### config.mk
export PLATFORM = sky130hd
export DESIGN_NAME = keyed_byte_mix_hash_core
export DESIGN_NICKNAME = d
export VERILOG_FILES = /design/src/sv/kbmh_pkg.sv /design/src/sv/kbmh_regs.sv /design/src/sv/kbmh_mul.sv /design/src/sv/keyed_byte_mix_hash_core.sv
export SDC_FILE = /design/constraint.sdc
export NUM_CORES = 2
export LEC_CHECK = 0
export BUFFER_PORTS_ARGS = -buffer_cell sky130_fd_sc_hd__buf_2
export CORE_MARGIN = 1.5
export CORE_UTILIZATION = 40
export DETAILED_ROUTE_END_ITERATION = 7
export GPL_TIMING_DRIVEN = 0
export PLACE_DENSITY_LB_ADDON = 0.12
export SKIP_CTS_REPAIR_TIMING = 1
export SYNTH_ARGS = -nofsm -noshare
export SYNTH_HDL_FRONTEND = slang
export SYNTH_SLANG_ARGS = --single-unit
export TNS_END_PERCENT = 50
### constraint.sdc
create_clock -name clk -period 13.3 [get_ports clk]
set_input_delay 2.66 -clock clk [delete_from_list [all_inputs] [get_ports clk]]
set_output_delay 2.66 -clock clk [all_outputs]
set_load 0.005 [all_outputs]
### src/sv/kbmh_pkg.sv
`timescale 1ns / 1ps
// ----------------------------------------------------------------------------
// kbmh_pkg
// Shared types and constants of the keyed byte mix hash core.
// ----------------------------------------------------------------------------
package kbmh_pkg;

  localparam logic [63:0] START_HASH = 64'h6A09E667F3BCC908;
  localparam logic [63:0] MIX_MUL_A  = 64'h9E3779B97F4A7C15;
  localparam logic [63:0] MIX_MUL_B  = 64'hBF58476D1CE4E5B9;
  localparam logic [63:0] MIX_MUL_C  = 64'h94D049BB133111EB;
  localparam logic [63:0] FINISH_MUL = 64'h27D4EB2F165667C5;

  localparam int FINISH_ROUNDS = 10;
  localparam int KEY_BYTES     = 32;

  // Register indexes (byte address is 8 * index).
  localparam logic [2:0] REG_MODE = 3'd0;
  localparam logic [2:0] REG_KEY0 = 3'd1;
  localparam logic [2:0] REG_KEY1 = 3'd2;
  localparam logic [2:0] REG_KEY2 = 3'd3;
  localparam logic [2:0] REG_KEY3 = 3'd4;

  // Mode codes; any other code is unsupported.
  localparam logic [1:0] MODE_PLAIN  = 2'd0;
  localparam logic [1:0] MODE_FINISH = 2'd1;

  typedef struct packed {
    logic [1:0]       mode;
    logic [3:0][63:0] key;
  } cfg_t;

  typedef struct packed {
    logic        start;
    logic [63:0] a;
    logic [63:0] b;
  } mul_req_t;

  typedef struct packed {
    logic        done;
    logic [63:0] p;
  } mul_rsp_t;

endpackage

### src/sv/kbmh_regs.sv
`timescale 1ns / 1ps
// ----------------------------------------------------------------------------
// kbmh_regs
// APB-style register file: mode and the four key words, with readback.
// ----------------------------------------------------------------------------
module kbmh_regs (
  input  logic              clk,
  input  logic              rst_n,
  input  logic              cfg_psel,
  input  logic              cfg_penable,
  input  logic              cfg_pwrite,
  input  logic [5:0]        cfg_paddr,
  input  logic [63:0]       cfg_pwdata,
  output logic [63:0]       cfg_prdata,
  output logic              cfg_pready,
  output kbmh_pkg::cfg_t    cfg
);
  import kbmh_pkg::*;

  logic [1:0]       mode_r;
  logic [3:0][63:0] key_r;
  logic [2:0]       idx;
  logic             wr_en;

  assign idx        = cfg_paddr[5:3];
  assign cfg_pready = 1'b1;
  assign wr_en      = cfg_psel && cfg_penable && cfg_pwrite && cfg_pready;

  always_ff @(posedge clk) begin
    if (!rst_n) begin
      mode_r <= MODE_PLAIN;
      key_r  <= '0;
    end else if (wr_en) begin
      unique case (idx)
        REG_MODE: mode_r   <= cfg_pwdata[1:0];
        REG_KEY0: key_r[0] <= cfg_pwdata;
        REG_KEY1: key_r[1] <= cfg_pwdata;
        REG_KEY2: key_r[2] <= cfg_pwdata;
        REG_KEY3: key_r[3] <= cfg_pwdata;
        default: ;  // drop writes beyond the register list
      endcase
    end
  end

  always_comb begin
    unique case (idx)
      REG_MODE: cfg_prdata = {62'd0, mode_r};
      REG_KEY0: cfg_prdata = key_r[0];
      REG_KEY1: cfg_prdata = key_r[1];
      REG_KEY2: cfg_prdata = key_r[2];
      REG_KEY3: cfg_prdata = key_r[3];
      default:  cfg_prdata = 64'd0;
    endcase
  end

  assign cfg.mode = mode_r;
  assign cfg.key  = key_r;

endmodule

### src/sv/kbmh_mul.sv
`timescale 1ns / 1ps
// ----------------------------------------------------------------------------
// kbmh_mul
// Iterative 64 x 64 multiplier, low 64 bits, on one 32 x 32 multiplier.
// ----------------------------------------------------------------------------
module kbmh_mul (
  input  logic                clk,
  input  logic                rst_n,
  input  kbmh_pkg::mul_req_t  req,
  output kbmh_pkg::mul_rsp_t  rsp
);
  import kbmh_pkg::*;

  localparam logic [1:0] PART_LAST = 2'd2;

  logic [63:0] a_r, b_r, acc_r, acc_nxt;
  logic [1:0]  cnt_r;
  logic        busy_r, done_r;
  logic [31:0] opx, opy;
  logic [63:0] prod;

  // Low product first, then the two cross terms that land in the upper half.
  always_comb begin
    unique case (cnt_r)
      2'd0: begin
        opx = a_r[31:0];
        opy = b_r[31:0];
      end
      2'd1: begin
        opx = a_r[31:0];
        opy = b_r[63:32];
      end
      default: begin
        opx = a_r[63:32];
        opy = b_r[31:0];
      end
    endcase
    prod    = {32'd0, opx} * {32'd0, opy};
    acc_nxt = (cnt_r == 2'd0) ? prod : acc_r + {prod[31:0], 32'd0};
  end

  always_ff @(posedge clk) begin
    if (!rst_n) begin
      busy_r <= 1'b0;
      done_r <= 1'b0;
      cnt_r  <= 2'd0;
    end else begin
      done_r <= 1'b0;
      if (req.start) begin
        a_r    <= req.a;
        b_r    <= req.b;
        cnt_r  <= 2'd0;
        busy_r <= 1'b1;
      end else if (busy_r) begin
        acc_r <= acc_nxt;
        cnt_r <= cnt_r + 2'd1;
        if (cnt_r == PART_LAST) begin
          busy_r <= 1'b0;
          done_r <= 1'b1;
        end
      end
    end
  end

  assign rsp.done = done_r;
  assign rsp.p    = acc_r;

endmodule

### src/sv/keyed_byte_mix_hash_core.sv
`timescale 1ns / 1ps
// Flow: one byte in flight; the next byte is accepted only once the three
//   multiplies of the current byte on the shared 32 x 32 unit are done. A last
//   byte then adds the key fold and emit in modes 0 and 1, with the finishing
//   rounds ahead of the fold in mode 1; other modes go straight to emit. The
//   emit waits while the result register holds an untaken beat.
// Reset (synchronous, rst_n low): hash to start value, count and control zero.
// ----------------------------------------------------------------------------
// keyed_byte_mix_hash_core
// Keyed byte-serial mixing hash with tag check, built on one shared
// iterative multiplier under a small sequencer.
// ----------------------------------------------------------------------------
module keyed_byte_mix_hash_core (
  input  logic         clk,
  input  logic         rst_n,
  // input beats
  input  logic         in_tvalid,
  output logic         in_tready,
  input  logic [71:0]  in_tdata,   // [7:0] data_byte, [71:8] check_tag
  input  logic         in_tlast,   // last_byte
  // result beats
  output logic         out_tvalid,
  input  logic         out_tready,
  output logic [127:0] out_tdata,  // [63:0] tag, [127:64] operations_done
  output logic         out_tuser,  // tag_matches
  // configuration
  input  logic         cfg_psel,
  input  logic         cfg_penable,
  input  logic         cfg_pwrite,
  input  logic [5:0]   cfg_paddr,
  input  logic [63:0]  cfg_pwdata,
  output logic [63:0]  cfg_prdata,
  output logic         cfg_pready
);
  import kbmh_pkg::*;

  localparam logic [3:0] ABSORB_LAST = 4'd2;
  localparam logic [3:0] ROUND_LAST  = 4'(FINISH_ROUNDS - 1);
  localparam logic [4:0] KEY_LAST    = 5'(KEY_BYTES - 1);

  typedef enum logic [2:0] {
    S_IDLE,   // wait for an input beat
    S_ISSUE,  // hand operands to the multiplier
    S_WAIT,   // wait for the product, then xor-shift it into the hash
    S_FOLD,   // fold one key byte per cycle
    S_EMIT    // load the result register
  } state_t;

  state_t      state_r, state_nxt;
  cfg_t        cfg;
  mul_req_t    mul_req;
  mul_rsp_t    mul_rsp;

  logic [63:0] h_r, h_nxt;
  logic [63:0] ops_r, ops_nxt;
  logic [3:0]  mstep_r, mstep_nxt;
  logic        finish_r, finish_nxt;
  logic [4:0]  kidx_r, kidx_nxt;
  logic        last_r, last_nxt;
  logic [63:0] exp_r, exp_nxt;
  logic        out_valid_r, out_valid_nxt;
  logic [63:0] out_tag_r, out_tag_nxt;
  logic [63:0] out_ops_r, out_ops_nxt;
  logic        out_match_r, out_match_nxt;

  logic        in_accept, emit_go, supported;
  logic [63:0] prod, mixed, key_w, fold_h;
  logic [7:0]  key_b;

  kbmh_regs u_regs (
    .clk         (clk),
    .rst_n       (rst_n),
    .cfg_psel    (cfg_psel),
    .cfg_penable (cfg_penable),
    .cfg_pwrite  (cfg_pwrite),
    .cfg_paddr   (cfg_paddr),
    .cfg_pwdata  (cfg_pwdata),
    .cfg_prdata  (cfg_prdata),
    .cfg_pready  (cfg_pready),
    .cfg         (cfg)
  );

  kbmh_mul u_mul (
    .clk   (clk),
    .rst_n (rst_n),
    .req   (mul_req),
    .rsp   (mul_rsp)
  );

  assign in_tready = (state_r == S_IDLE);
  assign in_accept = in_tvalid && in_tready;
  // The result register frees when empty or when its beat is taken now.
  assign emit_go   = !out_valid_r || out_tready;
  assign supported = (cfg.mode == MODE_PLAIN) || (cfg.mode == MODE_FINISH);

  // Multiplier operands: a finishing round xors in the 13-bit rotation first.
  always_comb begin
    mul_req.start = (state_r == S_ISSUE);
    mul_req.a     = finish_r ? (h_r ^ {h_r[50:0], h_r[63:51]}) : h_r;
    if (finish_r) begin
      mul_req.b = FINISH_MUL;
    end else begin
      unique case (mstep_r)
        4'd0:    mul_req.b = MIX_MUL_A;
        4'd1:    mul_req.b = MIX_MUL_B;
        default: mul_req.b = MIX_MUL_C;
      endcase
    end
  end

  // Xor-shift that follows each multiply.
  always_comb begin
    prod = mul_rsp.p;
    if (finish_r) begin
      mixed = prod ^ (prod >> 15);
    end else begin
      unique case (mstep_r)
        4'd0:    mixed = prod ^ (prod >> 30);
        4'd1:    mixed = prod ^ (prod >> 27);
        default: mixed = prod ^ (prod >> 31);
      endcase
    end
  end

  // Key fold step: h ^= k + (h << 1) + (h >> 1).
  always_comb begin
    key_w  = cfg.key[kidx_r[4:3]];
    key_b  = key_w[{kidx_r[2:0], 3'b000} +: 8];
    fold_h = h_r ^ ({56'd0, key_b} + {h_r[62:0], 1'b0} + {1'b0, h_r[63:1]});
  end

  always_comb begin
    state_nxt     = state_r;
    h_nxt         = h_r;
    ops_nxt       = ops_r;
    mstep_nxt     = mstep_r;
    finish_nxt    = finish_r;
    kidx_nxt      = kidx_r;
    last_nxt      = last_r;
    exp_nxt       = exp_r;
    out_valid_nxt = out_valid_r && !out_tready;
    out_tag_nxt   = out_tag_r;
    out_ops_nxt   = out_ops_r;
    out_match_nxt = out_match_r;

    unique case (state_r)
      S_IDLE: begin
        if (in_accept) begin
          h_nxt      = h_r ^ {56'd0, in_tdata[7:0]};
          last_nxt   = in_tlast;
          exp_nxt    = in_tdata[71:8];
          mstep_nxt  = 4'd0;
          finish_nxt = 1'b0;
          state_nxt  = S_ISSUE;
        end
      end
      S_ISSUE: begin
        state_nxt = S_WAIT;
      end
      S_WAIT: begin
        if (mul_rsp.done) begin
          h_nxt = mixed;
          priority if ((!finish_r && mstep_r != ABSORB_LAST) ||
                       (finish_r && mstep_r != ROUND_LAST)) begin
            mstep_nxt = mstep_r + 4'd1;
            state_nxt = S_ISSUE;
          end else if (finish_r) begin
            kidx_nxt  = 5'd0;
            state_nxt = S_FOLD;
          end else if (!last_r) begin
            state_nxt = S_IDLE;
          end else begin
            unique case (cfg.mode)
              MODE_PLAIN: begin
                kidx_nxt  = 5'd0;
                state_nxt = S_FOLD;
              end
              MODE_FINISH: begin
                finish_nxt = 1'b1;
                mstep_nxt  = 4'd0;
                state_nxt  = S_ISSUE;
              end
              default: begin
                // Unsupported mode: zero tag, no count.
                h_nxt     = 64'd0;
                state_nxt = S_EMIT;
              end
            endcase
          end
        end
      end
      S_FOLD: begin
        h_nxt    = fold_h;
        kidx_nxt = kidx_r + 5'd1;
        if (kidx_r == KEY_LAST) begin
          state_nxt = S_EMIT;
        end
      end
      S_EMIT: begin
        if (emit_go) begin
          ops_nxt       = ops_r + {63'd0, supported};
          out_valid_nxt = 1'b1;
          out_tag_nxt   = h_r;
          out_match_nxt = (h_r == exp_r);
          out_ops_nxt   = ops_r + {63'd0, supported};
          h_nxt         = START_HASH;
          state_nxt     = S_IDLE;
        end
      end
      default: state_nxt = S_IDLE;
    endcase
  end

  always_ff @(posedge clk) begin
    if (!rst_n) begin
      state_r     <= S_IDLE;
      h_r         <= START_HASH;
      ops_r       <= 64'd0;
      mstep_r     <= 4'd0;
      finish_r    <= 1'b0;
      kidx_r      <= 5'd0;
      out_valid_r <= 1'b0;
    end else begin
      state_r     <= state_nxt;
      h_r         <= h_nxt;
      ops_r       <= ops_nxt;
      mstep_r     <= mstep_nxt;
      finish_r    <= finish_nxt;
      kidx_r      <= kidx_nxt;
      out_valid_r <= out_valid_nxt;
      last_r      <= last_nxt;
      exp_r       <= exp_nxt;
      out_tag_r   <= out_tag_nxt;
      out_ops_r   <= out_ops_nxt;
      out_match_r <= out_match_nxt;
    end
  end

  assign out_tvalid = out_valid_r;
  assign out_tdata  = {out_ops_r, out_tag_r};
  assign out_tuser  = out_match_r;

  // A product only comes back while the sequencer waits for it.
  a_done_in_wait: assert property (@(posedge clk) disable iff (!rst_n)
    mul_rsp.done |-> state_r == S_WAIT)
    else $error("multiplier result outside wait state");

  // A result beat appears only out of the emit state.
  a_emit_source: assert property (@(posedge clk) disable iff (!rst_n)
    $rose(out_valid_r) |-> $past(state_r == S_EMIT))
    else $error("result beat raised outside emit");

  // The hash restarts after every emitted message.
  a_hash_restart: assert property (@(posedge clk) disable iff (!rst_n)
    (state_r == S_EMIT && emit_go) |=> h_r == START_HASH)
    else $error("hash not restarted after message");

  // The message count advances by at most one per cycle.
  a_count_step: assert property (@(posedge clk) disable iff (!rst_n)
    $past(rst_n) |-> (ops_r == $past(ops_r) || ops_r == $past(ops_r) + 64'd1))
    else $error("operation count jumped");

endmodule

==> impl_metrics.env <==
export IMPL_chipWidth_um=432
export IMPL_timing_max_cap_violations=1
export IMPL_layout_cell_share_with_drive_strength_beyond_1_pct=8.19
export IMPL_synth_largest_area_cell="sky130_fd_sc_hd__fa_1"
export IMPL_routabilityCongestion=1.01
export IMPL_viasPerCell=5.62
export IMPL_detailroute_via_count=62345
export IMPL_outcome="finished, violations left"
export IMPL_timing_final_crit_share_pct=97.5
export IMPL_slew_limit_headroom_pct=-8.52
export IMPL_critical_path_reg2reg_startpoint="u_mul.cnt_r[1]$_SDFFE_PP0P_"
export IMPL_initial_core_util_pct=40.2
export IMPL_cts_max_path_buffers=3
export IMPL_syn_area_per_cell_um2=9.05
export IMPL_grt_met3_usage_pct=4.80
export IMPL_track_usage_pct=32.1
export IMPL_min_delay_worst_endpoint="ops_r[0]$_SDFFE_PN0P_"
export IMPL_post_place_cells=10941
export IMPL_number_of_flops_mapped_to_enable_cells_by_yosys=336
export IMPL_synth_seq_cells=740
export IMPL_synth_cell_types=102
export IMPL_critical_path_most_common_cell="sky130_fd_sc_hd__fa_1"
export IMPL_io_buffer_count=338
export IMPL_routed_wl_um=301000
export IMPL_setup_violations_final=0
export IMPL_detail_route_drc_violations=0
export IMPL_cp_required_ns=13.70
export IMPL_failed_checks="max-capacitance violations, max-slew violations"
export IMPL_htree_num_levels=3
export IMPL_setup_slack_on_the_worst_flop_to_flop_path_ns=0.33
export IMPL_holdPathStages=2
export IMPL_synth_cell_area_um2=73500
export IMPL_timing_rr_end="u_mul.acc_r[62]$_DFFE_PP_"
export IMPL_yosys_warnings=0
export IMPL_grt_met1_usage_pct=40.9
export IMPL_globalRouteMet2Util_pct=52.5
export IMPL_timing_critical_path_slowest_cell_delay_ns=0.67
export IMPL_cp_max_fo=10
export IMPL_clock_root_buffer="sky130_fd_sc_hd__clkbuf_16"
export IMPL_timing_final_max_slew_violations=6
export IMPL_max_clk_rate_mhz=77.1
export IMPL_syn_inst=8122
export IMPL_synth_main_ff_cell="sky130_fd_sc_hd__dfxtp_1"
export IMPL_grt_pass1_vias=62382
export IMPL_worstMarginPinSlew_ns=1.62
export IMPL_total_number_of_nets_in_the_final_design=10036
export IMPL_hold_path_startpoint="ops_r[0]$_SDFFE_PN0P_"
export IMPL_critPathCaptureType="register"
export IMPL_drt_pass1_iterations=7
export IMPL_hold_viol_final=0
export IMPL_wl_per_cell_um=27.1
export IMPL_worst_r2r_path_depth=40
export IMPL_grt_antenna_before_repair=31
export IMPL_tritoncts="done"
export IMPL_worst_setup_path_type="reg2reg"
export IMPL_post_synth_main_area_contributors="sky130_fd_sc_hd__fa_1 25%, sky130_fd_sc_hd__edfxtp_1 14%, sky130_fd_sc_hd__dfxtp_1 11%"
export IMPL_grt_setup_unrepaired="no"
export IMPL_overflow_after_grt=0
export IMPL_postSynth_asyncResetShare_pct=0
export IMPL_initialDrtViolationCount=6084
export IMPL_worstHoldPathType="reg2reg"
export IMPL_clock_sink_count=740
export IMPL_cts_made_buffers=79
export IMPL_grt_start_max_net_pins=65
export IMPL_grt_first_pass_wirelength_um=435000
export IMPL_critPathSlowestCell="sky130_fd_sc_hd__clkbuf_1"
export IMPL_clock_skew_final_ns=0.0295
export IMPL_syn2layout_area_growth_pct=10.6
export IMPL_antenna_violating_nets_remaining=0
export IMPL_worst_setup_hold_path_clk_slew_ns=0.06
export IMPL_area_of_the_placeable_core_um2=183000
export IMPL_netlist_area_leader_share_pct=24.7
export IMPL_finalCriticalPeriod_ns=12.97
export IMPL_place_hpwl_um=242000
export IMPL_floorplan_die_area_um2=186000
export IMPL_finish_cell_count_without_fillers=11097
export IMPL_worst_setup_path_startpoint="u_mul.cnt_r[1]$_SDFFE_PP0P_"
export IMPL_arr_time_crit_path_ns=13.37
export IMPL_mappedNetlistNets=9603
export IMPL_setup_worst_path_start_class="register"
export IMPL_fp_dieH_um=432
export IMPL_grt_busiest_layer="met2"
export IMPL_worst_skew_pair_late_latency_ns=0.69
export IMPL_std_cell_rows=157
export IMPL_synth_seq_area_share_pct=24.7
export IMPL_ioPinCount=346
[cell type report]
class                      instances  area, um2
antenna                           12       30.0
buffer                           505       1970
fill                           18188     102000
multi-input combinational       5855      49600
clock buffer                     115       2330
sequential                       740      18200
tap                             2464       3080
inverter                        1019       3820
clock inverter                    32        313
timing repair buffer             355       1990
[critical path, delay by kind of cell (launching register included)]
kind,cells,cell delay [ns]
buffers and inverters,10,2.29
adder cells (fa/ha/maj),11,4.95
multiplexers,2,0.74
flip-flops,1,0.36
AO/OA/AOI/OAI,9,2.32
XOR/XNOR,2,0.82
AND/OR/NAND/NOR,6,1.14
[cells in the final DEF, fill, tap and decap left out, types with 81 or more instances in the layout]
cell type / synthesis / layout
sky130_fd_sc_hd__nand2_1: 1476 / 1476
sky130_fd_sc_hd__mux4_2: 81 / 81
sky130_fd_sc_hd__ha_1: 426 / 426
sky130_fd_sc_hd__xor2_1: 225 / 225
sky130_fd_sc_hd__a21oi_1: 579 / 576
sky130_fd_sc_hd__nor2_1: 573 / 571
sky130_fd_sc_hd__clkbuf_16: 0 / 85
sky130_fd_sc_hd__fa_1: 905 / 905
sky130_fd_sc_hd__edfxtp_1: 336 / 336
sky130_fd_sc_hd__inv_1: 1005 / 1005
sky130_fd_sc_hd__clkbuf_1: 419 / 432
sky130_fd_sc_hd__buf_2: 5 / 343
sky130_fd_sc_hd__o21ai_0: 199 / 199
sky130_fd_sc_hd__a22oi_1: 142 / 142
sky130_fd_sc_hd__xnor2_1: 253 / 253
sky130_fd_sc_hd__dfxtp_1: 404 / 404
[how the worst max path moves through the flow]
stage	cells after the start	to	slack, ns
after global placement	36	u_mul.acc_r[62]$_DFFE_PP_	-0.40
after detailed placement	41	u_mul.acc_r[62]$_DFFE_PP_	-0.29
after floorplan	40	u_mul.acc_r[62]$_DFFE_PP_	3.47
after CTS	41	u_mul.acc_r[62]$_DFFE_PP_	-0.34
after global routing	40	u_mul.acc_r[62]$_DFFE_PP_	0.04
final	40	u_mul.acc_r[62]$_DFFE_PP_	0.33
[cell usage after synthesis, drive strengths merged (45+ instances only)]
| library cell | instances |
|---|---|
| a21o | 65 |
| a21oi | 580 |
| a221oi | 45 |
| a22oi | 143 |
| and2 | 63 |
| and3 | 46 |
| buf | 84 |
| clkbuf | 422 |
| dfxtp | 404 |
| edfxtp | 336 |
| fa | 905 |
| ha | 426 |
| inv | 1010 |
| mux4 | 81 |
| nand2 | 1476 |
| nand3 | 84 |
| nand4 | 54 |
| nor2 | 574 |
| nor3 | 59 |
| o21ai | 209 |
| xnor2 | 253 |
| xor2 | 225 |
[metal layers]
| metal | up-vias | share of wire, % |
|---|---|---|
| met3 | 655 | 7.4 |
| met2 | 2760 | 47 |
| li1 | 27481 | - |
| met4 | 24 | 6.0 |
| met1 | 31425 | 39 |
| met5 | - | 0.047 |
[through the flow]
stage               util, %  instance area (um2)  setup slack, ns  TNS [ns]  hold slack, ns
detailed placement     43.0                78600           -0.293    -0.293           0.452
global route           44.5                81300           0.0364         0           0.481
floorplan                 -                73500             3.47         0           0.432
finish                 44.5                81300            0.328         0           0.459
global placement       42.8                78300           -0.399     -1.20           0.445
CTS                    44.4                81300           -0.339    -0.387           0.460
[cell families (layout without fill, tap and decap cells)]
| kind of cell | Yosys count | in the layout | share of synthesized area (%) |
|---|---|---|---|
| AND/OR/NAND/NOR | 2516 | 2516 | 14.5 |
| adder cells (fa/ha/maj) | 1331 | 1331 | 31.9 |
| XOR/XNOR | 478 | 478 | 5.70 |
| AO/OA/AOI/OAI | 1382 | 1382 | 11.9 |
| other | 1 | 13 | 0.00510 |
| flip-flops | 740 | 740 | 24.7 |
| multiplexers | 147 | 147 | 3.45 |
| buffers and inverters | 1527 | 2026 | 7.88 |
[registers in the layout (all words and copies together), names as in the netlist, 3 cells and up]
| register | flops |
|---|---|
| out_tag_r | 64 |
| u_mul.a_r | 64 |
| h_r | 64 |
| ops_r | 64 |
| exp_r | 64 |
| state_r | 3 |
| kidx_r | 5 |
| mstep_r | 4 |
| u_regs.cfg | 256 |
| u_mul.acc_r | 64 |
| u_mul.b_r | 14 |
| out_ops_r | 64 |
Power is left out: the tool's default activity adds up to more than one toggle a clock period on the data nets, which glitch-free logic cannot reach.
